[src/sv/priority_task_list_with_class_quotas_core_macros.svh]
// ----------------------------------------------------------------------------
// Assertion macros for the priority task list core
// Shared concurrent assertion forms, clocked on clk and disabled in reset.
// ----------------------------------------------------------------------------
`ifndef PRIORITY_TASK_LIST_WITH_CLASS_QUOTAS_CORE_MACROS_SVH
`define PRIORITY_TASK_LIST_WITH_CLASS_QUOTAS_CORE_MACROS_SVH

// Same-cycle implication.
`define PTLCQ_ASSERT_IMPL(label, ante, cons, msg) \
  label: assert property (@(posedge clk) disable iff (!rst_n) (ante) |-> (cons)) \
    else $error(msg);

// Next-cycle implication.
`define PTLCQ_ASSERT_NEXT(label, ante, cons, msg) \
  label: assert property (@(posedge clk) disable iff (!rst_n) (ante) |=> (cons)) \
    else $error(msg);

`endif

[src/sv/ptlcq_pkg.sv]
// ----------------------------------------------------------------------------
// ptlcq_pkg
// Types and constants shared by the priority task list cells and top level.
// ----------------------------------------------------------------------------
package ptlcq_pkg;

  localparam int POOL_SIZE   = 32;
  localparam int CLASS_COUNT = 7;
  localparam int IDX_W       = $clog2(POOL_SIZE);
  localparam int CNT_W       = $clog2(POOL_SIZE + 1);
  localparam int CLS_W       = 3;

  localparam logic [1:0] OP_INSERT  = 2'd0;
  localparam logic [1:0] OP_RELEASE = 2'd1;
  localparam logic [1:0] OP_WALK    = 2'd2;

  localparam logic [2:0] STS_OK      = 3'd0;
  localparam logic [2:0] STS_REFUSED = 3'd1;
  localparam logic [2:0] STS_EMPTY   = 3'd2;
  localparam logic [2:0] STS_BAD_REL = 3'd3;
  localparam logic [2:0] STS_NONE    = 3'd4;

  localparam logic [15:0] CREDIT_MAX   = 16'hFFFF;
  localparam logic [15:0] QUOTA_RESET  = 16'd4;

  typedef struct packed {
    logic [1:0]  op;
    logic [15:0] task_type;
    logic [15:0] task_priority;
    logic [31:0] handler_word;
    logic [31:0] aux_word;
    logic [5:0]  release_handle;
    logic [16:0] min_priority;
  } in_item_t;

  typedef struct packed {
    logic [2:0]  status;
    logic [5:0]  slot_handle;
    logic [15:0] out_type;
    logic [15:0] out_priority;
    logic [31:0] out_handler;
    logic [31:0] out_aux;
    logic        last;
  } out_item_t;

  typedef struct packed {
    logic        valid;
    logic [5:0]  slot;
    logic [15:0] ttype;
    logic [15:0] prio;
    logic [31:0] handler;
    logic [31:0] aux;
  } entry_t;

  typedef enum logic [1:0] {
    CELL_HOLD,
    CELL_INSERT,
    CELL_REMOVE,
    CELL_ROTATE
  } cell_op_t;

  typedef struct packed {
    cell_op_t   op;
    entry_t     ins;
    logic [5:0] handle;
  } cell_cmd_t;

  typedef enum logic {
    ST_IDLE,
    ST_WALK
  } state_t;

endpackage

[src/sv/ptlcq_cell.sv]
// ----------------------------------------------------------------------------
// ptlcq_cell
// One position of the sorted task row; shifts toward or away from the head.
// ----------------------------------------------------------------------------
module ptlcq_cell (
  input  logic                clk,
  input  logic                rst_n,
  input  ptlcq_pkg::cell_cmd_t cmd_i,
  input  ptlcq_pkg::entry_t   prev_entry_i,
  input  ptlcq_pkg::entry_t   next_entry_i,
  input  logic                prev_keep_i,
  input  logic                prev_hit_i,
  output ptlcq_pkg::entry_t   entry_o,
  output logic                keep_o,
  output logic                hit_o
);
  import ptlcq_pkg::*;

  entry_t entry_r, entry_nxt;

  // An entry stays put on insert when it ranks equal or above the new task.
  assign keep_o  = entry_r.valid && (entry_r.prio >= cmd_i.ins.prio);
  assign hit_o   = prev_hit_i || (entry_r.valid && (entry_r.slot == cmd_i.handle));
  assign entry_o = entry_r;

  always_comb begin
    entry_nxt = entry_r;
    unique case (cmd_i.op)
      CELL_HOLD: entry_nxt = entry_r;
      CELL_INSERT: begin
        if (keep_o) entry_nxt = entry_r;
        else if (prev_keep_i) entry_nxt = cmd_i.ins;
        else entry_nxt = prev_entry_i;
      end
      CELL_REMOVE: begin
        if (hit_o) entry_nxt = next_entry_i;
      end
      CELL_ROTATE: entry_nxt = next_entry_i;
      default: entry_nxt = entry_r;
    endcase
  end

  always_ff @(posedge clk) begin
    if (!rst_n) begin
      entry_r.valid <= 1'b0;
    end else begin
      entry_r <= entry_nxt;
    end
  end

endmodule
[config.mk]
export PLATFORM = sky130hd
export DESIGN_NAME = ptlcq_cell
export DESIGN_NICKNAME = d
export VERILOG_FILES = /design/src/sv/priority_task_list_with_class_quotas_core_macros.svh /design/src/sv/ptlcq_pkg.sv /design/src/sv/ptlcq_cell.sv
export SDC_FILE = /design/constraint.sdc
export NUM_CORES = 1
export LEC_CHECK = 0
export BUFFER_PORTS_ARGS = -buffer_cell sky130_fd_sc_hd__buf_2
export CAP_MARGIN = 0
export CELL_PAD_IN_SITES_DETAIL_PLACEMENT = 1
export CELL_PAD_IN_SITES_GLOBAL_PLACEMENT = 2
export CORE_ASPECT_RATIO = 0.75
export CORE_MARGIN = 1
export CORE_UTILIZATION = 22
export DETAILED_ROUTE_END_ITERATION = 16
export PLACE_DENSITY_LB_ADDON = 0.25
export SLEW_MARGIN = 10
export SYNTH_ARGS = -nofsm -noshare
export SYNTH_HDL_FRONTEND = slang
export SYNTH_SLANG_ARGS = --single-unit
[constraint.sdc]
create_clock -name clk -period 9.32 [get_ports clk]
set_input_delay 0.932 -clock clk [delete_from_list [all_inputs] [get_ports clk]]
set_output_delay 0.932 -clock clk [all_outputs]
set_load 0.05 [all_outputs]
==> qor.yml, run 1 <==
critical_path:
  cp.depth: 9
  crit_arrival_ns: 2.67
  rr_worst_depth: 7
  cp_num_buf_inv: 3
  r2r_setup_slack_ns: 6.52
  critPathKind: "in2out"
  worst-path-max-fanout: 3
  worstPathRequired_ns: 8.39
  crit_path_end: "keep_o"
  r2r_start: "entry_o[65]"
  cp_cell_sequence: "buf_2, inv_1, ha_1, nand4_1, nor3_1, o311ai_2, nand3_1, and2_1, buf_2"
  cp_top_family: "simple AND/OR/NAND/NOR gates"
  max_stage_delay_ns: 0.36
  critPathLaunchType: "input pin"
  cp-end-kind: "output port"
  cpMaxStageDelayCell: "nor3_1"
  regToRegEndpoint: "entry_o[47]"
  timing.critical_path.mode_cell: "buf_2"
  critPathLaunch: "cmd_i[84]"
routing:
  dr.pass1.iters: 4
  vias: 5369
  drt_wl_total_mm: 21.8
  ant_nets: 0
  first_iter_violations: 95
  routed_via_density: 4.21
  post_drt_wl_per_cell_um: 17.1
  drc_errors: 0
timing:
  maxSlewHeadroom_pct: 36.7
  finalHoldViolCount: 0
  post-route-min-period_ns: 3.61
  rsz0062_at_grt: "no"
  hold_slack_ns: 0.660
  fin_skew_ns: 0.0136
  finalCritPeriodShare_pct: 38.7
  slew_viol_final: 0
  finalWorstSetupSlack_ns: 5.71
  fmax_ghz: 0.277
  final.setup.tns_ns: 0
  setup_violations: 0
  tightest_slew_ns: 0.949
grt:
  grt_antenna_before_repair: 4
  grt_pass1_wl_mm: 32.7
  track_usage_pct: 16.1
  grt_overflow: 0
  grt_pass1_vias: 5591
  grt_max_degree: 120
clocking:
  cts_tree: "built"
  htreeDepth: 3
  cts_hold_buffers: 0
  clock-root-buffer: "clkbuf_16"
  clk_path_buf_depth: 2
  cts_resized: 0
  cts-buffers-inserted: 9
  clock-sinks: 103
  cts.clk_slew.worst_paths_ns: 0.07
  clk_latency_ns: 0.35
  post-cts-setup-buffers: 0
die:
  dieArea_um2: 26600
  rows: 50
  ios: 426
  design.core.area_um2: 25200
  initial_core_util_pct: 22.7
  die_w_um: 188
  fp.dieH_um: 142
placement:
  dpl.hpwl_mm: 17.5
  placed_area_um2: 8170
  pre_cts_ws_ns: 5.70
  numPortBuffers: 425
  gp_congestion: 0.755
finish:
  syn_to_final_growth_pct: 49.0
  fin_area_um2: 8520
  seq_area_um2: 3080
  largest_reg_flops: 103
  fillers: 3012
  multiInputGateArea_um2: 2430
  nNetsFinal: 1265
  final_layout_size_suffix_gt1_share_pct: 47.9
pwr:
  vdd_drop_max_uv: 77.3
  p_per_area_nw_per_um2: 156
  p_leak_nw: 4.14
synth:
  yosys_warnings: 0
  synth_edf_count: 102
  synthesis.nets: 860
  yosysUniqueCellTypes: 31
  ys_seq_area_share_pct: 53.9
  async_reset_ff_share_pct: 0
  ys.flop_type: "edfxtp_1"
  synth_cells: 523
  syn-cell-area_um2: 5720
  synth_seq_cells: 103
  syn_avg_cell_area_um2: 10.9
flow_run:
  cap_violations: 0
min_path:
  hold_class: "reg2reg"
outcome:
  status: "complete, no violations"
-- through the flow --
stage	cells	utilization, %	power (mW)
finish	1274	33.8	1.33
global route	1272	33.8	1.40
CTS	1271	33.8	1.36
detailed placement	1255	32.4	0.909
global placement	1255	32.4	0.904
floorplan	523	-	0.781
-- where the power goes --
part,switching (mW),internal (mW)
Sequential,0.00966,0.551
Clock,0.176,0.264
Combinational,0.217,0.113
-- synth_stat cells (2+ instances only) --
cell | count | area [um2]
nand4_1 | 2 | 12.5
a21oi_1 | 7 | 35.0
nor2b_1 | 2 | 12.5
clkbuf_1 | 22 | 82.6
nor3_1 | 2 | 10.0
edfxtp_1 | 102 | 3060
o21ai_0 | 84 | 420
nand2_1 | 111 | 417
buf_2 | 11 | 55.1
xnor2_1 | 4 | 35.0
xor2_1 | 2 | 17.5
mux2i_1 | 103 | 1030
ha_1 | 16 | 200
nand3_1 | 2 | 10.0
o21ai_1 | 21 | 105
inv_1 | 16 | 60.1
nor2_1 | 2 | 7.51
-- worst register-to-register path, stage by stage, from the launching register on --
cell	delay (ns)
edfxtp_1	0.39
ha_1	0.31
nor2b_4	0.13
o211a_1	0.21
o311ai_2	0.25
nand3_1	0.23
a21oi_4	0.18
buf_4	0.67
-- cell usage in the layout (no fill, tap or decap), types with 4 or more instances in the layout --
master / instances
o21ai_0: 84
ha_1: 16
mux2i_1: 103
a21oi_1: 6
xnor2_1: 4
nand2_1: 111
inv_1: 16
o21ai_1: 21
clkbuf_16: 9
buf_2: 423
edfxtp_1: 102
buf_4: 4
-- how the worst min path moves through the flow --
stage | from | endpoint | depth (start not counted)
floorplan | entry_o[102] | entry_o[102] | 3
global placement | entry_o[102] | entry_o[102] | 3
detailed placement | entry_o[102] | entry_o[102] | 3
CTS | entry_o[102] | entry_o[102] | 3
global route | entry_o[102] | entry_o[102] | 3
finish | entry_o[102] | entry_o[102] | 3
-- final cells by class --
class	instances	area share, %
multi-input combinational	369	28.6
sequential	103	36.2
timing repair buffer	429	25.5
clock buffer	11	2.73
antenna	3	0.0881
inverter	16	0.705
tap	338	4.97
clock inverter	5	1.25
-- kinds of logic after synthesis --
group                    count (synthesis)  share of synthesized area (%)
XOR/XNOR                                 6                          0.919
multiplexers                           103                           18.0
flip-flops                             103                           53.9
AND/OR/NAND/NOR                        125                           8.78
buffers and inverters                   51                           3.66
adder cells (fa/ha/maj)                 16                           3.50
AO/OA/AOI/OAI                          119                           11.2
-- routing by layer --
metal  vias to the layer above  share of wire (%)  GRT usage (%)
met5                         -               0.10              0
met4                         4               0.78           2.78
met3                        15                 10           7.10
met2                       212                 50           28.7
met1                      2423                 39           18.0
li1                       2715                  -              -
(Power assumes the default switching activity.)
==> run 2: changes to the inputs <==
--- a/config.mk
+++ b/config.mk
@@ -11,7 +11,7 @@
 export CELL_PAD_IN_SITES_GLOBAL_PLACEMENT = 2
 export CORE_ASPECT_RATIO = 0.75
 export CORE_MARGIN = 1
-export CORE_UTILIZATION = 22
+export CORE_UTILIZATION = 20
 export DETAILED_ROUTE_END_ITERATION = 16
 export PLACE_DENSITY_LB_ADDON = 0.25
 export SLEW_MARGIN = 10
==> constraint.sdc (replaced) <==
create_clock -name clk -period 3 [get_ports clk]
set_input_delay 0.3 -clock clk [delete_from_list [all_inputs] [get_ports clk]]
set_output_delay 0.3 -clock clk [all_outputs]
set_load 0.05 [all_outputs]
==> qor.yml, run 2 (synthesized netlist as in run 1, its figures left out) <==
outcome:
  status: "complete, no violations"
finish:
  final_layout_size_suffix_gt1_share_pct: 48.4
  syn_to_final_growth_pct: 51.0
  nNetsFinal: 1270
  largest_reg_flops: 103
  mostFrequentLayoutCell: "buf_2"
  final_cells: 1324
  fin_area_um2: 8630
  mostFrequentLayoutCells: "buf_2, nand2_1, mux2i_1"
timing:
  maxSlewHeadroom_pct: 56.5
  rsz0062_at_grt: "no"
  finalCritPeriodShare_pct: 85.7
  setup_violations: 0
  fin_skew_ns: 0.0118
  tightest_slew_ns: 0.652
  fmax_ghz: 0.389
  finalWorstSetupSlack_ns: 0.429
  post-route-min-period_ns: 2.57
  finalHoldViolCount: 0
  final.setup.tns_ns: 0
  slew_viol_final: 0
critical_path:
  critPathLaunchType: "flip-flop"
  r2r_setup_slack_ns: 0.49
  critPathKind: "reg2out"
  regToRegEndpoint: "entry_o[91]"
  r2r_start: "entry_o[65]"
  worst-path-max-fanout: 3
  cpMaxStageDelayCell: "edfxtp_1"
  crit_arrival_ns: 2.27
  rr_worst_depth: 7
  max_stage_delay_ns: 0.40
  worstPathRequired_ns: 2.70
  cp_cell_sequence: "ha_1, nand4_1, nor3_1, o311ai_2, nand3_2, and2_1, buf_2"
  cp-end-kind: "output port"
placement:
  gp_congestion: 0.746
  place_inst: 1307
  dpl.hpwl_mm: 18.1
  pre_cts_ws_ns: 0.431
  numPortBuffers: 425
  placed_area_um2: 8310
min_path:
  worst_hold_startpoint: "next_entry_i[51]"
  hold_class: "in2reg"
  whs_endpoint: "entry_o[51]"
  whs_path_depth: 3
clocking:
  clock-root-buffer: "clkbuf_16"
  post-cts-setup-buffers: 0
  cts_tree: "built"
  cts-buffers-inserted: 9
  cts.clk_slew.worst_paths_ns: 0.08
  cts_hold_buffers: 0
  clock-sinks: 103
  clk_path_buf_depth: 2
  cts_resized: 0
  clk_latency_ns: 0.36
  htreeDepth: 3
pwr:
  p_comb_share_pct: 25.6
  vdd_drop_max_uv: 240
  p_total_mw: 4.08
  p_leak_nw: 4.17
  p_clk_share_pct: 31.8
  switching_share_pct: 31.3
  p_per_area_nw_per_um2: 473
  switchingPower_mw: 1.28
  p_int_mw: 2.81
  power_frac_seq_pct: 42.6
die:
  ios: 426
  fp.dieH_um: 148
  design.core.area_um2: 28100
  die_w_um: 197
  initial_core_util_pct: 20.4
  rows: 53
  dieArea_um2: 29300
routing:
  vias: 5341
  ant_nets: 0
  routed_via_density: 4.03
  drc_errors: 0
  post_drt_wl_per_cell_um: 16.7
  drt_wl_total_mm: 22.1
  dr.pass1.iters: 4
  first_iter_violations: 96
grt:
  grt.busiest_layer: "met2"
  grt_max_degree: 68
  use_met2_pct: 25.3
  grt_overflow: 0
  grt_pass1_vias: 5506
  grtUsageMet1_pct: 17.7
  use_met3_pct: 4.44
  grt_antenna_before_repair: 1
  track_usage_pct: 14.7
  grt_pass1_wl_mm: 32.1
flow_run:
  cap_violations: 0
[run 2: metal layers]
layer | wire length (um) | part of all wire (%) | up-vias
li1 | - | - | 2715
met1 | 9440 | 43 | 2426
met2 | 10900 | 50 | 188
met3 | 1440 | 6.5 | 12
met4 | 248 | 1.1 | 0
met5 | 0 | 0 | -
[run 2: area by class of cell]
class	count	area (um2)
inverters	16	60.1
clock buffers	9	225
flip-flops and latches	103	3080
diodes	1	2.50
well taps	385	482
fillers	3343	19400
clock inverters	7	93.8
multi-input cells	369	2440
repair buffers	434	2240
[run 2: worst max path at each step]
stage	slack, ns	cells past startpoint	endpoint	startpoint
2_1_floorplan	-0.82	6	entry_o[0]	entry_o[65]
3_3_place_gp	0.46	9	entry_o[48]	cmd_i[72]
3_5_place_dp	0.43	9	entry_o[46]	cmd_i[77]
4_1_cts	0.33	7	keep_o	entry_o[78]
5_1_grt	0.24	7	keep_o	entry_o[78]
6_report	0.43	7	keep_o	entry_o[78]
[run 2: power groups by stage]
stage	clock, mW	sequential [mW]	combinational [mW]
2_1_floorplan	0	2.11	0.311
3_3_place_gp	0	1.77	1.06
3_5_place_dp	0	1.77	1.07
4_1_cts	1.37	1.74	1.07
5_1_grt	1.41	1.75	1.13
6_report	1.30	1.74	1.05
[run 2: through the flow]
stage	hold slack (ns)	utilization, %
6_report	0.221	30.8
5_1_grt	0.212	30.8
3_3_place_gp	0.577	29.6
4_1_cts	0.198	30.8
2_1_floorplan	0.453	-
3_5_place_dp	0.583	29.6
[run 2: worst max-delay path: cells and delay by family (launching register included)]
family	cells	cell delay [ns]
and+or+nand+nor	4	0.73
DFF	1	0.40
AOI/OAI and AO/OA	1	0.19
adders and majority gates	1	0.34
buffers and inverters	1	0.26
==> run 3: changes to the inputs <==
--- a/config.mk
+++ b/config.mk
@@ -5,13 +5,14 @@
 export SDC_FILE = /design/constraint.sdc
 export NUM_CORES = 1
 export LEC_CHECK = 0
+export ABC_AREA = 1
 export BUFFER_PORTS_ARGS = -buffer_cell sky130_fd_sc_hd__buf_2
 export CAP_MARGIN = 0
 export CELL_PAD_IN_SITES_DETAIL_PLACEMENT = 1
 export CELL_PAD_IN_SITES_GLOBAL_PLACEMENT = 2
 export CORE_ASPECT_RATIO = 0.75
 export CORE_MARGIN = 1
-export CORE_UTILIZATION = 20
+export CORE_UTILIZATION = 19
 export DETAILED_ROUTE_END_ITERATION = 16
 export PLACE_DENSITY_LB_ADDON = 0.25
 export SLEW_MARGIN = 10
==> qor.yml, run 3 <==
synth:
  synthAdderAreaFrac_pct: 3.48
  synth-compound-area-share_pct: 19.0
  synthTopCellsByArea: "edfxtp_1, a21oi_1, nand2_1, nor2_1, ha_1"
  synthesis.nets: 1016
  ys_seq_area_share_pct: 53.6
  synth_commonest_cells: "a21oi_1, nand2_1, nor2_1, edfxtp_1, inv_1"
  synth_top_area_cell: "edfxtp_1"
  yosys.cell_count.top_type: "a21oi_1"
  yosysUniqueCellTypes: 23
  async_reset_ff_share_pct: 0
  syn_avg_cell_area_um2: 8.47
  synth_top_family_by_area: "compound AO/OA/AOI/OAI gates"
  synth-xor-area-share_pct: 0
  synth_seq_cells: 103
  synth_cells: 679
  syn-cell-area_um2: 5750
  ys.flop_type: "edfxtp_1"
  synth-simple-area-share_pct: 17.3
  synth_edf_count: 102
  yosys_warnings: 0
  synth_top_area_share_pct: 53.2
  synth.area.mux_share_pct: 0
pwr:
  p_per_area_nw_per_um2: 470
  p_clk_share_pct: 30.0
  p_int_mw: 2.70
  p_comb_share_pct: 26.9
  switchingPower_mw: 1.33
  p_leak_nw: 4.04
  switching_share_pct: 33.0
  power_frac_seq_pct: 43.1
  vdd_drop_max_uv: 249
routing:
  drt_wl_total_mm: 26.1
  drc_errors: 0
  ant_nets: 0
  routed_via_density: 4.25
  dr.pass1.iters: 4
  post_drt_wl_per_cell_um: 17.7
  vias: 6281
  first_iter_violations: 241
critical_path:
  rr_worst_depth: 11
  crit_arrival_ns: 2.04
  critPathLaunch: "entry_o[71]"
  worst-path-max-fanout: 2
  critPathLaunchType: "flip-flop"
  critPathKind: "reg2out"
  cp-end-kind: "output port"
  crit_path_end: "keep_o"
  regToRegEndpoint: "entry_o[16]"
  worstPathRequired_ns: 2.70
  r2r_setup_slack_ns: 0.73
  r2r_start: "entry_o[71]"
timing:
  final.setup.tns_ns: 0
  fmax_ghz: 0.428
  fin_skew_ns: 0.00847
  setup_violations: 0
  tightest_slew_ns: 0.556
  post-route-min-period_ns: 2.34
  rsz0062_at_grt: "no"
  finalHoldViolCount: 0
  maxSlewHeadroom_pct: 63.0
  slew_viol_final: 0
  finalCritPeriodShare_pct: 77.9
clocking:
  clk_latency_ns: 0.36
  cts_resized: 0
  cts_tree: "built"
  cts_hold_buffers: 0
  htreeDepth: 3
  clock-root-buffer: "clkbuf_16"
  post-cts-setup-buffers: 0
  clock-sinks: 103
  cts.clk_slew.worst_paths_ns: 0.07
  clk_path_buf_depth: 2
  cts-buffers-inserted: 9
min_path:
  hold_class: "in2reg"
placement:
  dpl.hpwl_mm: 19.1
  numPortBuffers: 425
  gp_congestion: 0.744
  place_inst: 1458
finish:
  fillers: 3659
  mostFrequentLayoutCell: "buf_2"
  final_layout_size_suffix_gt1_share_pct: 41.8
  largest_reg_flops: 103
  syn_to_final_growth_pct: 49.0
  mostFrequentLayoutCells: "buf_2, a21oi_1, nand2_1"
  nNetsFinal: 1414
  final_cells: 1478
die:
  fp.dieH_um: 153
  initial_core_util_pct: 19.5
  ios: 426
  rows: 54
  die_w_um: 203
  dieArea_um2: 31000
  design.core.area_um2: 29500
grt:
  grt_pass1_vias: 6648
  grt_pass1_wl_mm: 38.9
  track_usage_pct: 16.6
  grt_max_degree: 103
  grt_antenna_before_repair: 8
  grt_overflow: 0
outcome:
  status: "complete, no violations"
flow_run:
  cap_violations: 0
[run 3: cell types whose count changed after synthesis, moves of 21 or more]
| cell | delta |
|---|---|
| nand2_1 | +27 |
| o21ai_0 | -81 |
| a21oi_1 | +204 |
| nor2_1 | +108 |
| mux2i_1 | -103 |
| buf_2 | +21 |
[run 3: power by group through the flow]
stage	clock (mW)	sequential, mW	combinational (mW)
4_1_cts	1.28	1.74	1.10
3_3_place_gp	0	1.77	1.10
5_1_grt	1.32	1.75	1.19
2_1_floorplan	0	2.10	0.333
6_report	1.21	1.74	1.08
3_5_place_dp	0	1.77	1.10
[run 3: kinds of logic after synthesis]
family                   after synthesis
AO/OA/AOI/OAI                        217
adder cells (fa/ha/maj)               16
buffers and inverters                 84
flip-flops                           103
AND/OR/NAND/NOR                      259
[run 3: area by class of cell]
class	count	area [um2]	share of cell area, %
well taps	392	490	5.72
repair buffers	432	2250	26.2
diodes	4	10.0	0.117
inverters	39	150	1.75
clock inverters	6	61.3	0.715
flip-flops and latches	103	3080	35.9
clock buffers	10	229	2.67
multi-input cells	492	2300	26.9
[run 3: how the worst min path moves through the flow]
stage,startpoint,to,slack [ns],cells past startpoint
2_1_floorplan,next_entry_i[102],entry_o[102],0.51,4
3_3_place_gp,next_entry_i[95],entry_o[95],0.62,3
3_5_place_dp,next_entry_i[83],entry_o[83],0.63,3
4_1_cts,next_entry_i[11],entry_o[11],0.24,3
5_1_grt,next_entry_i[94],entry_o[94],0.25,3
6_report,next_entry_i[83],entry_o[83],0.26,3
[run 3: critical path: stages (launching register included)]
cell,delay [ns]
edfxtp_1,0.39
ha_1,0.31
nand2_1,0.07
inv_2,0.05
nand2_1,0.06
nor2_1,0.10
nor2_1,0.04
nand2_1,0.07
nand2_1,0.07
a21boi_0,0.21
buf_2,0.32
[run 3: metrics by stage]
stage	power (mW)	instance area [um2]	hold slack [ns]	utilization (%)	setup slack (ns)
floorplan	2.44	5770	0.508	-	-0.487
detailed placement	2.87	8280	0.631	28.1	0.650
finish	4.03	8580	0.264	29.1	0.664
global placement	2.86	8280	0.621	28.1	0.695
global route	4.26	8570	0.246	29.1	0.448
CTS	4.13	8570	0.238	29.1	0.597
[run 3: layer usage]
metal / track usage (%) / routed length (um)
met1: 19.3 / 10900
met2: 28.3 / 12300
met3: 7.01 / 2500
met4: 3.47 / 279
met5: 0 / 71
